<file path="config.mk">
export PLATFORM = sky130hd
export DESIGN_NAME = chtu_ram
export DESIGN_NICKNAME = d
export VERILOG_FILES = /design/src/rtl/chtu_ram.sv
export SDC_FILE = /design/constraint.sdc
export NUM_CORES = 1
export LEC_CHECK = 0
export BUFFER_PORTS_ARGS = -buffer_cell sky130_fd_sc_hd__buf_2
export CAP_MARGIN = 10
export CORE_UTILIZATION = 65
export DETAILED_ROUTE_END_ITERATION = 7
export GPL_TIMING_DRIVEN = 0
export PLACE_DENSITY = 0.84
export SLEW_MARGIN = 25
export SYNTH_ARGS = -nofsm -noshare
export SYNTH_HDL_FRONTEND = slang
export SYNTH_SLANG_ARGS = --single-unit
</file>
<file path="constraint.sdc">
create_clock -name clk -period 4.5 [get_ports clk]
set_clock_uncertainty 0.2 [all_clocks]
set_input_delay 0.225 -clock clk [delete_from_list [all_inputs] [get_ports clk]]
set_output_delay 0.225 -clock clk [all_outputs]
set_load 0.02 [all_outputs]
</file>
<file path="src/rtl/chtu_ram.sv">
// Generic single-write, single-read synchronous RAM with registered read data.
// No dependencies.
module chtu_ram #(
  parameter int WIDTH = 8,
  parameter int DEPTH = 16
) (
  input  logic                     clk,
  input  logic                     we,
  input  logic [$clog2(DEPTH)-1:0] waddr,
  input  logic [WIDTH-1:0]         wdata,
  input  logic [$clog2(DEPTH)-1:0] raddr,
  output logic [WIDTH-1:0]         rdata
);

  logic [WIDTH-1:0] mem [DEPTH];

  always_ff @(posedge clk) begin
    if (we) begin
      mem[waddr] <= wdata;
    end
    rdata <= mem[raddr];
  end

endmodule

</file>
==> impl_metrics.ini <==
[power]
power.density_nw_per_um2 = 480
combPwrFrac_pct = 5.2
clkPwrFrac_pct = 45.8
swShare_pct = 20.0
p_int_mw = 2.33
vdd_ir_drop_max_mv = 0.340
p_sw_mw = 0.582
power_leakage_nw = 2.05
power_frac_seq_pct = 49.0

[timing]
finalWorstSetupSlack_ns = 2.87
slew_headroom_pct = 44.5
whs_ns = 0.0467
rsz0062_at_grt = false
min_period_ns = 1.63
fin_crit_sh_pct = 36.1
fin_setup_tns_ns = 0
max_freq_mhz = 615
final-hold-violation-count = 0
tightest_slew_ns = 0.830
slew_viol_final = 0
setup_violations = 0

[hold_path]
hp-start = raddr[0]
hp-class = in -> reg
min_path_cells = 4
whs_endpoint = rdata[7]$_DFF_P_

[synthesis]
ys_ff_latch = 136
synth_simple_gate_area_share_pct = 3.18
muxShareOfSynthArea_pct = 15.0
synth_top_family_by_area = multiplexers
synth-compound-area-share_pct = 2.33
yosysWarnings = 0
synthCells = 229
seq_area_frac_synth_pct = 77.8
synth-xor-area-share_pct = 0
syn_nets = 247
syn-cell-area_um2 = 5150
syn_area_per_cell_um2 = 22.5
synth_adder_area_share_pct = 0
synth.lib_cells_used.distinct = 19

[finish]
layout-drive-gt1-share_pct = 28.3
n_fill_cell = 390
multi_input_area_um2 = 1080
diodes = 0
mostFrequentLayoutCells = 128 x edfxtp_1, 27 x buf_2, 18 x mux4_2, 16 x a22oi_1, 16 x clkbuf_16
final_common_cell = edfxtp_1
nets = 298
fin_cells = 395
seqCellArea_um2 = 4000
area_growth_pct = 17.8

[worst_setup_path]
rr_worst_depth = 3
worstPathArrival_ns = 1.57
startpoint_type = input pin
worst_path_max_delay_cell = nor2_1
cp.depth = 3
path_buf_inv = 1
rr_startpoint = mem[1][1]$_DFFE_PP_
slowest_delay_ns = 0.67
crit_chain = buf_2, or3b_2, nor2_1
path_delay_family = simple AND/OR/NAND/NOR gates
reg2reg_to = rdata[1]$_DFF_P_
reg2reg_slack_ns = 2.90
cp-end-kind = flop
worst-path-max-fanout = 8
critPathKind = in -> reg
critPathRequiredTime_ns = 4.44

[outcome]
outcome = finished clean

[grt]
grt_pass1_vias = 2480
antenna_found_initial = 0
grt_util_all_layers_pct = 27.3
overflow = 0
grt_pass1_wl_mm = 15.2
grt_start_max_net_pins = 17

[route]
detail-route-antenna-nets = 0
drc = 0
drt_pass1_iterations = 5
dr.first_iter.drc_count = 223
viasPerCell = 6.41
wl_mm = 10.1
vias = 2530
wl_per_cell_um = 25.7

[flow_run]
cap_viol_max_count = 0

[cts]
insertion_delay_ns = 0.52
cts_resized = 0
clkSinkCount = 136
postCtsSetupBuffers = 0
root_buffer = clkbuf_8
cts_made_buffers = 17
clock_path_buffers = 2
ctsHtreeMaxLevel = 4
path_clk_slew_ns = 0.06
cts_tree = built

[die]
core_area_um2 = 7690
ios = 26
die_area_um2 = 8280
rows = 32
die_width_um = 91.0
die_y_um = 91.0
initial_core_util_pct = 67.0

[placement]
dp_cells = 355
pre_cts_slack_ns = 2.40
gp_congestion = 0.754
dp_hpwl_mm = 6.10
numPortBuffers = 24
==> worst max path at each step <==
stage	start	to	slack, ns
4_1_cts	mem[1][1]$_DFFE_PP_	rdata[1]$_DFF_P_	2.88
5_1_grt	mem[5][2]$_DFFE_PP_	rdata[2]$_DFF_P_	2.86
3_3_place_gp	waddr[2]	mem[0][7]$_DFFE_PP_	2.05
2_1_floorplan	waddr[2]	mem[0][0]$_DFFE_PP_	2.58
6_report	waddr[2]	mem[3][0]$_DFFE_PP_	2.87
3_5_place_dp	waddr[2]	mem[3][3]$_DFFE_PP_	2.40
==> stage by stage <==
step / power [mW] / instance area (um2) / util [%]
6_report: 2.91 / 6070 / 78.9
5_1_grt: 2.97 / 6070 / 78.9
4_1_cts: 2.91 / 6070 / 78.9
3_5_place_dp: 1.59 / 5420 / 70.4
3_3_place_gp: 1.58 / 5400 / 70.2
2_1_floorplan: 1.53 / 5150 / -
==> logic make-up (layout without fill, tap and decap cells) <==
logic type,Yosys count,in the layout
AO/OA/AOI/OAI,16,16
multiplexers,32,32
AND/OR/NAND/NOR,35,35
buffers and inverters,10,74
flip-flops,136,136
==> per-layer routing <==
metal,GRT usage (%),routed length [um]
met1,39.8,4180
met2,42.0,5090
met4,10.3,241
met3,5.53,630
met5,0,0
==> cell usage after synthesis (all sizes together) <==
cell | number | area [um2]
nand2b | 2 | 12.5
nor3 | 4 | 20.0
and2 | 1 | 6.26
clkdlybuf4s25 | 3 | 30.0
nand3 | 1 | 5.00
and2b | 1 | 7.51
nand2 | 9 | 33.8
nor2 | 13 | 48.8
nor2b | 1 | 6.26
edfxtp | 128 | 3840
dfxtp | 8 | 160
a22oi | 16 | 120
mux4 | 32 | 773
or3b | 1 | 8.76
nand3b | 2 | 15.0
buf | 7 | 56.3
==> power by group through the flow <==
stage                     Sequential, mW  Clock (mW)  Combinational, mW
after CTS                           1.43        1.33              0.151
final                               1.43        1.33              0.151
after detailed placement            1.45           0              0.143
after floorplan                     1.46           0             0.0719
after global routing                1.43        1.38              0.160
after global placement              1.45           0              0.137
==> sequential cells by signal (all words and copies together) (netlist names) <==
| register | flops |
|---|---|
| mem | 128 |
| rdata | 8 |
==> worst reg2reg max path, delay by kind of cell, from the launching register on <==
family,cells,cell delay (ns)
AOI/OAI and AO/OA,1,0.28
DFF,1,0.38
muxes,1,0.54
and+or+nand+nor,1,0.09
==> final cells by class <==
| type | instances | share of cell area, % |
|---|---|---|
| tap | 102 | 2.10 |
| multi-input combinational | 83 | 17.8 |
| clock inverter | 10 | 2.10 |
| buffer | 10 | 1.42 |
| sequential | 136 | 66.0 |
| clock buffer | 22 | 7.30 |
| timing repair buffer | 32 | 3.30 |
==> what timing repair did <==
item	4_1_cts	5_1_grt
hold buffers	8	0
hold endpoints to repair	128	0
endpoints found under the setup margin	0	0
Note: power is estimated with default switching activity, not from simulation.
