[src/rtl/chtu_pkg.sv]
// Shared constants and types for the chained hash table unit.
// No dependencies.
package chtu_pkg;

  localparam int INIT_W     = 4;
  localparam int DENS_W     = 7;
  localparam int DENS_MAX   = 100;
  localparam int INIT_RESET = 4;
  localparam int DENS_RESET = 75;

  localparam logic CFG_INIT_BITS = 1'b0;
  localparam logic CFG_DENSITY   = 1'b1;

  typedef enum logic [1:0] {
    KIND_LOOKUP = 2'd0,
    KIND_INSERT = 2'd1,
    KIND_REMOVE = 2'd2,
    KIND_CLEAR  = 2'd3
  } kind_t;

  typedef enum logic [1:0] {
    ST_OK   = 2'd0,
    ST_MISS = 2'd1,
    ST_FULL = 2'd2
  } status_t;

endpackage

[src/rtl/chtu_div.sv]
// Threshold scaler: divides by the density scale with a reciprocal multiply.
// Depends on chtu_pkg.
module chtu_div #(
  parameter int NUM_W = 17
) (
  input  logic             clk,
  input  logic             rst_n,
  input  logic             start,
  input  logic [NUM_W-1:0] num,
  output logic             busy,
  output logic [NUM_W-1:0] quo
);
  import chtu_pkg::*;

  localparam int SHIFT   = NUM_W + 8;
  localparam longint unsigned RECIP = ((64'd1 << SHIFT) + DENS_MAX - 1) / DENS_MAX;
  localparam int RECIP_W = SHIFT - 6;
  localparam int PROD_W  = NUM_W + RECIP_W;

  logic              busy_r;
  logic [NUM_W-1:0]  num_r;
  logic [NUM_W-1:0]  quo_r;
  logic [PROD_W-1:0] prod;

  assign prod = PROD_W'(num_r) * PROD_W'(RECIP_W'(RECIP));

  always_ff @(posedge clk) begin
    if (!rst_n) begin
      busy_r <= 1'b0;
    end else if (start) begin
      busy_r <= 1'b1;
      num_r  <= num;
    end else if (busy_r) begin
      quo_r  <= NUM_W'(prod >> SHIFT);
      busy_r <= 1'b0;
    end
  end

  assign busy = busy_r;
  assign quo  = quo_r;

endmodule

[config.mk]
export PLATFORM = sky130hd
export DESIGN_NAME = chtu_div
export DESIGN_NICKNAME = d
export VERILOG_FILES = /design/src/rtl/chtu_pkg.sv /design/src/rtl/chtu_div.sv
export SDC_FILE = /design/constraint.sdc
export NUM_CORES = 1
export LEC_CHECK = 0
export ABC_AREA = 1
export ABC_CLOCK_PERIOD_IN_PS = 6500
export BUFFER_PORTS_ARGS = -buffer_cell sky130_fd_sc_hd__buf_2
export CORE_AREA = 2 2 111 194
export DETAILED_ROUTE_END_ITERATION = 6
export DIE_AREA = 0 0 113 196
export GPL_TIMING_DRIVEN = 0
export SYNTH_ARGS = -nofsm -noshare
export SYNTH_HDL_FRONTEND = slang
export SYNTH_SLANG_ARGS = --single-unit
[constraint.sdc]
create_clock -name clk -period 6.5 [get_ports clk]
set_clock_uncertainty 0.1 [all_clocks]
set_input_delay 0.65 -clock clk [delete_from_list [all_inputs] [get_ports clk]]
set_output_delay 0.65 -clock clk [all_outputs]
set_load 0.02 [all_outputs]
==> summary.txt, run 1 <==
Outcome
  – Status: finished with violations
  – Failing checks: DRC

CTS
  – CTS Buf Count: 5
  – Post-CTS sizing: 0
  – # Post-CTS Setup Buffers: 0
  – Clock transition at path regs: 50 ps
  – Clk sinks: 29
  – Htree depth: 2
  – Root buffer cell: clkbuf_16
  – Clk buf depth: 2
  – Hold_buf cts: 0
  – Worst-Skew Late Latency: 290 ps
  – CTS tree: built

Min path
  – Hold depth: 1
  – Worst Hold Launch: num[2]
  – Hold path endpoint: num_r[2]
  – Worst Hold Class: in -> reg

Timing
  – Least-Margin Pin Slew: 947.4 ps
  – Final period util: 88.79%
  – Max_slew headroom: 36.61%
  – Final Hold Fails: 0
  – Sum Neg Setup Slack: 0 ps
  – Max-slew violations: 0
  – Final setup fails: 0
  – Max Clock Freq: 0.1733 GHz
  – Final min period: 5771 ps
  – Unrepaired setup endpoints after global routing: false

Yosys
  – Ys Warns: 0
  – Post-Syn Instances: 842
  – Cell variety after synth: 25
  – Main synth FF type: edfxtp_1
  – Post-synth EDFFs: 28
  – Syn avg cell area: 8.445 um^2
  – Sequential area share after synthesis: 12.11%
  – #FFs+latches synth: 29
  – Ys async rst share: 0%
  – Mapped Area: 0.007111 mm^2

Floorplan
  – DIE WIDTH: 113 um
  – Core area: 0.02067 mm^2
  – I/O pin cnt: 38
  – Total Die Area: 0.02215 mm^2
  – Die Y: 196 um
  – Initial Utilization: 34.40%
  – Rows: 70

Layout
  – Fin nets: 1158
  – Layout area overhead: 9.185%
  – Share of post-route cells with drive strength above 1: 5.982%
  – # diodes: 0
  – Fillers: 2123

Placed design
  – Port buffer count: 31
  – Placer Congestion: 0.9357
  – Post-DP HPWL: 15.93 mm

Critical path
  – Reg2reg setup slack: 730 ps
  – CP required: 6420 ps
  – Critical Path Fanout Max: 9
  – Critical path arrival: 5690 ps
  – Capturing point of the worst reg2reg path: quo[1]
  – Crit path kind: reg -> reg
  – Worst r2r src: num_r[6]
  – Reg2Reg Depth: 20
  – CP startpoint kind: flip-flop
  – Crit. End Element: flip-flop

Detailed routing
  – Drc violations: 2
  – Vias: 5232
  – TritonRoute pass-1 iters: 6
  – Via-to-Cell Ratio: 4.598
  – 1st-iter DRT viols: 153
  – Drt wl/cell: 15.35 um
  – Routed Wire Length: 17.47 mm
  – ANT nets after route: 0

Global routing
  – Largest net degree at the start of global routing: 18
  – Initial antenna violation count: 0
  – Gr usage total: 16.75%
  – First-pass GRT wire length: 28.10 mm
  – Vias in the first global route: 5648
  – Total grt overflow: 0

Job
  – Max Cap Violations: 0
worst max path at each step:
stage                   from     end  slack [ps]  cells past startpoint
floorplan           num_r[6]  quo[1]        1380                     20
global placement    num_r[6]  quo[1]         750                     20
detailed placement  num_r[6]  quo[1]         730                     20
CTS                 num_r[6]  quo[1]         710                     20
global route        num_r[6]  quo[5]         480                     19
finish              num_r[6]  quo[1]         730                     20
kinds of logic (layout without fill, tap and decap cells):
family                     Yosys count  after routing  synth area share [%]
buffers and inverters              274            313                 14.78
adders and majority gates          253            253                 55.82
and+or+nand+nor                    236            236                 13.39
AOI/OAI and AO/OA                   48             48                 3.731
DFF                                 29             29                 12.11
other                                1              6               0.05274
xor gates and xnor gates             1              1                0.1232
layer usage:
layer	share of wire (%)	track usage [%]
met3	1.3	0.9268
met5	0	0
met2	59	33.87
met4	8.0	12.33
met1	32	14.99
stage by stage:
| stage | hold WS (ps) | cell area, um^2 | setup WS, ps | utilization [%] | cells |
|---|---|---|---|---|---|
| 2_1_floorplan | 648.9 | 7129 | 1379 | - | 847 |
| 3_3_place_gp | 691.1 | 7600 | 753.2 | 36.77 | 1130 |
| 3_5_place_dp | 688.6 | 7600 | 730.4 | 36.77 | 1130 |
| 4_1_cts | 431.0 | 7764 | 707.4 | 37.56 | 1138 |
| 5_1_grt | 439.2 | 7764 | 478.9 | 37.56 | 1138 |
| 6_report | 439.3 | 7764 | 728.7 | 37.56 | 1138 |
registers in the layout (all words and copies together) (netlist names):
register / flops
busy: 1
quo: 11
num_r: 17
layout by cell type, fill, tap and decap left out, drive strengths merged:
cell type / instances
inv: 268
nand2: 158
ha: 146
fa: 107
nor2: 46
buf: 37
a21oi: 28
edfxtp: 28
nand3: 20
o21ai: 10
nor3: 9
o21bai: 8
conb: 6
clkbuf: 6
or2: 2
a21o: 1
o21a: 1
nand4: 1
xor2: 1
dfxtp: 1
bufinv: 1
clkinv: 1
final cells by class:
class                           count  area, um^2  share of cell area (%)
Clock inverter                      2       35.03                  0.4512
Buffer                              6       45.04                  0.5802
Tap cell                          252       315.3                   4.061
Clock buffer                        6       128.9                   1.660
Sequential cell                    29       860.8                   11.09
Timing Repair Buffer               31       155.1                   1.998
Multi-Input combinational cell    544        5218                   67.20
Inverter                          268        1006                   12.96
cell usage after synthesis (2+ instances only):
cell / number / area (um^2)
a21oi_1: 28 / 140.1
buf_4: 6 / 45.04
edfxtp_1: 28 / 840.8
fa_1: 107 / 2142
ha_1: 146 / 1827
inv_1: 266 / 998.5
inv_2: 2 / 7.510
nand2_1: 155 / 581.8
nand2_2: 3 / 18.77
nand3_1: 20 / 100.1
nor2_1: 44 / 165.2
nor3_1: 8 / 40.04
o21ai_0: 10 / 50.05
o21bai_1: 8 / 60.06
worst max-delay path, stage by stage, from the launching register on:
cell	delay, ps
edfxtp_1	640
fa_1	690
inv_1	70
fa_1	470
inv_1	50
fa_1	530
fa_1	440
fa_1	550
inv_1	80
fa_1	600
inv_1	60
ha_1	310
nand2_1	130
nor2_1	160
inv_1	90
nor3_1	130
nand2_1	70
nand2_1	90
nand2_1	70
nand3_1	70
nand2_1	90
Power of run 1 is left out: the tool's default activity adds up to more than one toggle a clock period on the data nets, which glitch-free logic cannot reach.
==> run 2, diff against run 1 <==
--- a/config.mk
+++ b/config.mk
@@ -8,10 +8,14 @@
 export ABC_AREA = 1
 export ABC_CLOCK_PERIOD_IN_PS = 6500
 export BUFFER_PORTS_ARGS = -buffer_cell sky130_fd_sc_hd__buf_2
+export CELL_PAD_IN_SITES_DETAIL_PLACEMENT = 0
+export CELL_PAD_IN_SITES_GLOBAL_PLACEMENT = 1
 export CORE_AREA = 2 2 111 194
 export DETAILED_ROUTE_END_ITERATION = 6
 export DIE_AREA = 0 0 113 196
 export GPL_TIMING_DRIVEN = 0
+export PLACE_DENSITY_LB_ADDON = 0.1
+export SKIP_CTS_REPAIR_TIMING = 1
 export SYNTH_ARGS = -nofsm -noshare
 export SYNTH_HDL_FRONTEND = slang
 export SYNTH_SLANG_ARGS = --single-unit
==> summary.txt, run 2 (synthesized netlist as in run 1, its figures left out) <==
Global routing
  – Gr usage total: 18.20%
  – Largest net degree at the start of global routing: 18
  – Total grt overflow: 0
  – First-pass GRT wire length: 30.12 mm
  – Vias in the first global route: 5717
  – Initial antenna violation count: 0

Floorplan
  – Die Y: 196 um
  – Rows: 70
  – I/O pin cnt: 38
  – Total Die Area: 0.02215 mm^2
  – Core area: 0.02067 mm^2
  – DIE WIDTH: 113 um
  – Initial Utilization: 34.40%

Timing
  – Max Clock Freq: 0.1730 GHz
  – Max_slew headroom: 29.56%
  – Max-slew violations: 0
  – Sum Neg Setup Slack: 0 ps
  – Final setup fails: 0
  – Final period util: 88.95%
  – Final Hold Fails: 0
  – Least-Margin Pin Slew: 1055 ps
  – Final min period: 5782 ps
  – Unrepaired setup endpoints after global routing: false

Layout
  – Reg with most FFs: num_r
  – Leading cell type in the layout, fill and taps excluded: inv_1
  – Layout area overhead: 8.745%
  – Share of post-route cells with drive strength above 1: 5.763%
  – Finished Cell Area: 0.007732 mm^2
  – # diodes: 0
  – Leading cell types in the layout, fill and taps excluded: inv_1 (266), nand2_1 (155), ha_1 (146), fa_1 (107), nor2_1 (44)
  – Post-route insts no fill: 1137
  – Storage cell area: 860.8 um^2
  – Max reg flops: 17
  – Final Core Density: 37.41%
  – Fillers: 2218
  – Fin nets: 1158
  – Area of the multi-input gates: 0.005218 mm^2

Placed design
  – Placed cell count: 1130
  – Placed inst area: 0.007600 mm^2
  – Placer Congestion: 0.8562
  – Port buffer count: 31
  – Post-DP HPWL: 17.36 mm

Detailed routing
  – Vias: 5145
  – ANT nets after route: 0
  – 1st-iter DRT viols: 109
  – Via-to-Cell Ratio: 4.525
  – Drc violations: 0
  – TritonRoute pass-1 iters: 4
  – Drt wl/cell: 16.71 um
  – Routed Wire Length: 19.00 mm

Critical path
  – Critical path arrival: 5730 ps
  – CP required: 6450 ps
  – Crit. End Element: flip-flop
  – Crit path kind: reg -> reg
  – Critical Path Fanout Max: 9
  – CP startpoint kind: flip-flop

Job
  – Max Cap Violations: 0

CTS
  – Root buffer cell: clkbuf_16
  – CTS Buf Count: 5
  – CTS tree: built
  – Clk buf depth: 2
  – Clock transition at path regs: 60 ps
  – Htree depth: 2
  – Clk sinks: 29
  – Worst-Skew Late Latency: 290 ps

Outcome
  – Status: completed

Min path
  – Worst Hold Class: in -> reg
[run 2: worst max-delay path, stage by stage, from the launching register on]
cell and delay, ps:
edfxtp_1 630, fa_1 700, inv_1 70, fa_1 480, inv_1 60, fa_1 520
fa_1 440, fa_1 550, inv_1 70, fa_1 570, inv_1 60, ha_1 320
nand2_1 130, nor2_1 160, inv_1 90, nor3_1 130, nand2_1 80, nand2_1 130
nand2_1 100, nand3_1 80, nand2_1 60
[run 2: per-stage QoR]
step / setup WS [ps] / hold slack (ps)
final: 718.2 / 428.5
after global routing: 371.8 / 423.4
after CTS: 680.4 / 419.1
after detailed placement: 736.6 / 717.4
after global placement: 661.5 / 698.0
after floorplan: 1379 / 648.9
[run 2: metal layers]
layer  global-route usage [%]  up-vias  routed length (um)
met5                        0        -                   0
met2                    37.17       43               11340
met3                    1.359       20                 258
met1                    19.06     2491                6895
li1                         -     2591                   -
met4                    5.781        0                 502
[run 2: layout make-up]
type / count / area share, %
clock buffer: 6 / 1.667
inverter: 268 / 13.01
sequential: 29 / 11.13
buffer: 6 / 0.5825
clock inverter: 1 / 0.04854
multi-input combinational: 544 / 67.48
timing repair buffer: 31 / 2.006
tap: 252 / 4.078
[run 2: worst paths after layout]
kind             from        end  slack (ps)  depth (start not counted)
min           num[13]  num_r[13]         430                          1
max reg2reg  num_r[6]     quo[1]         720                         20
max          num_r[6]     quo[1]         720                         20
min reg2reg      busy     quo[1]         710                          2
Power of run 2 is left out for the same reason.
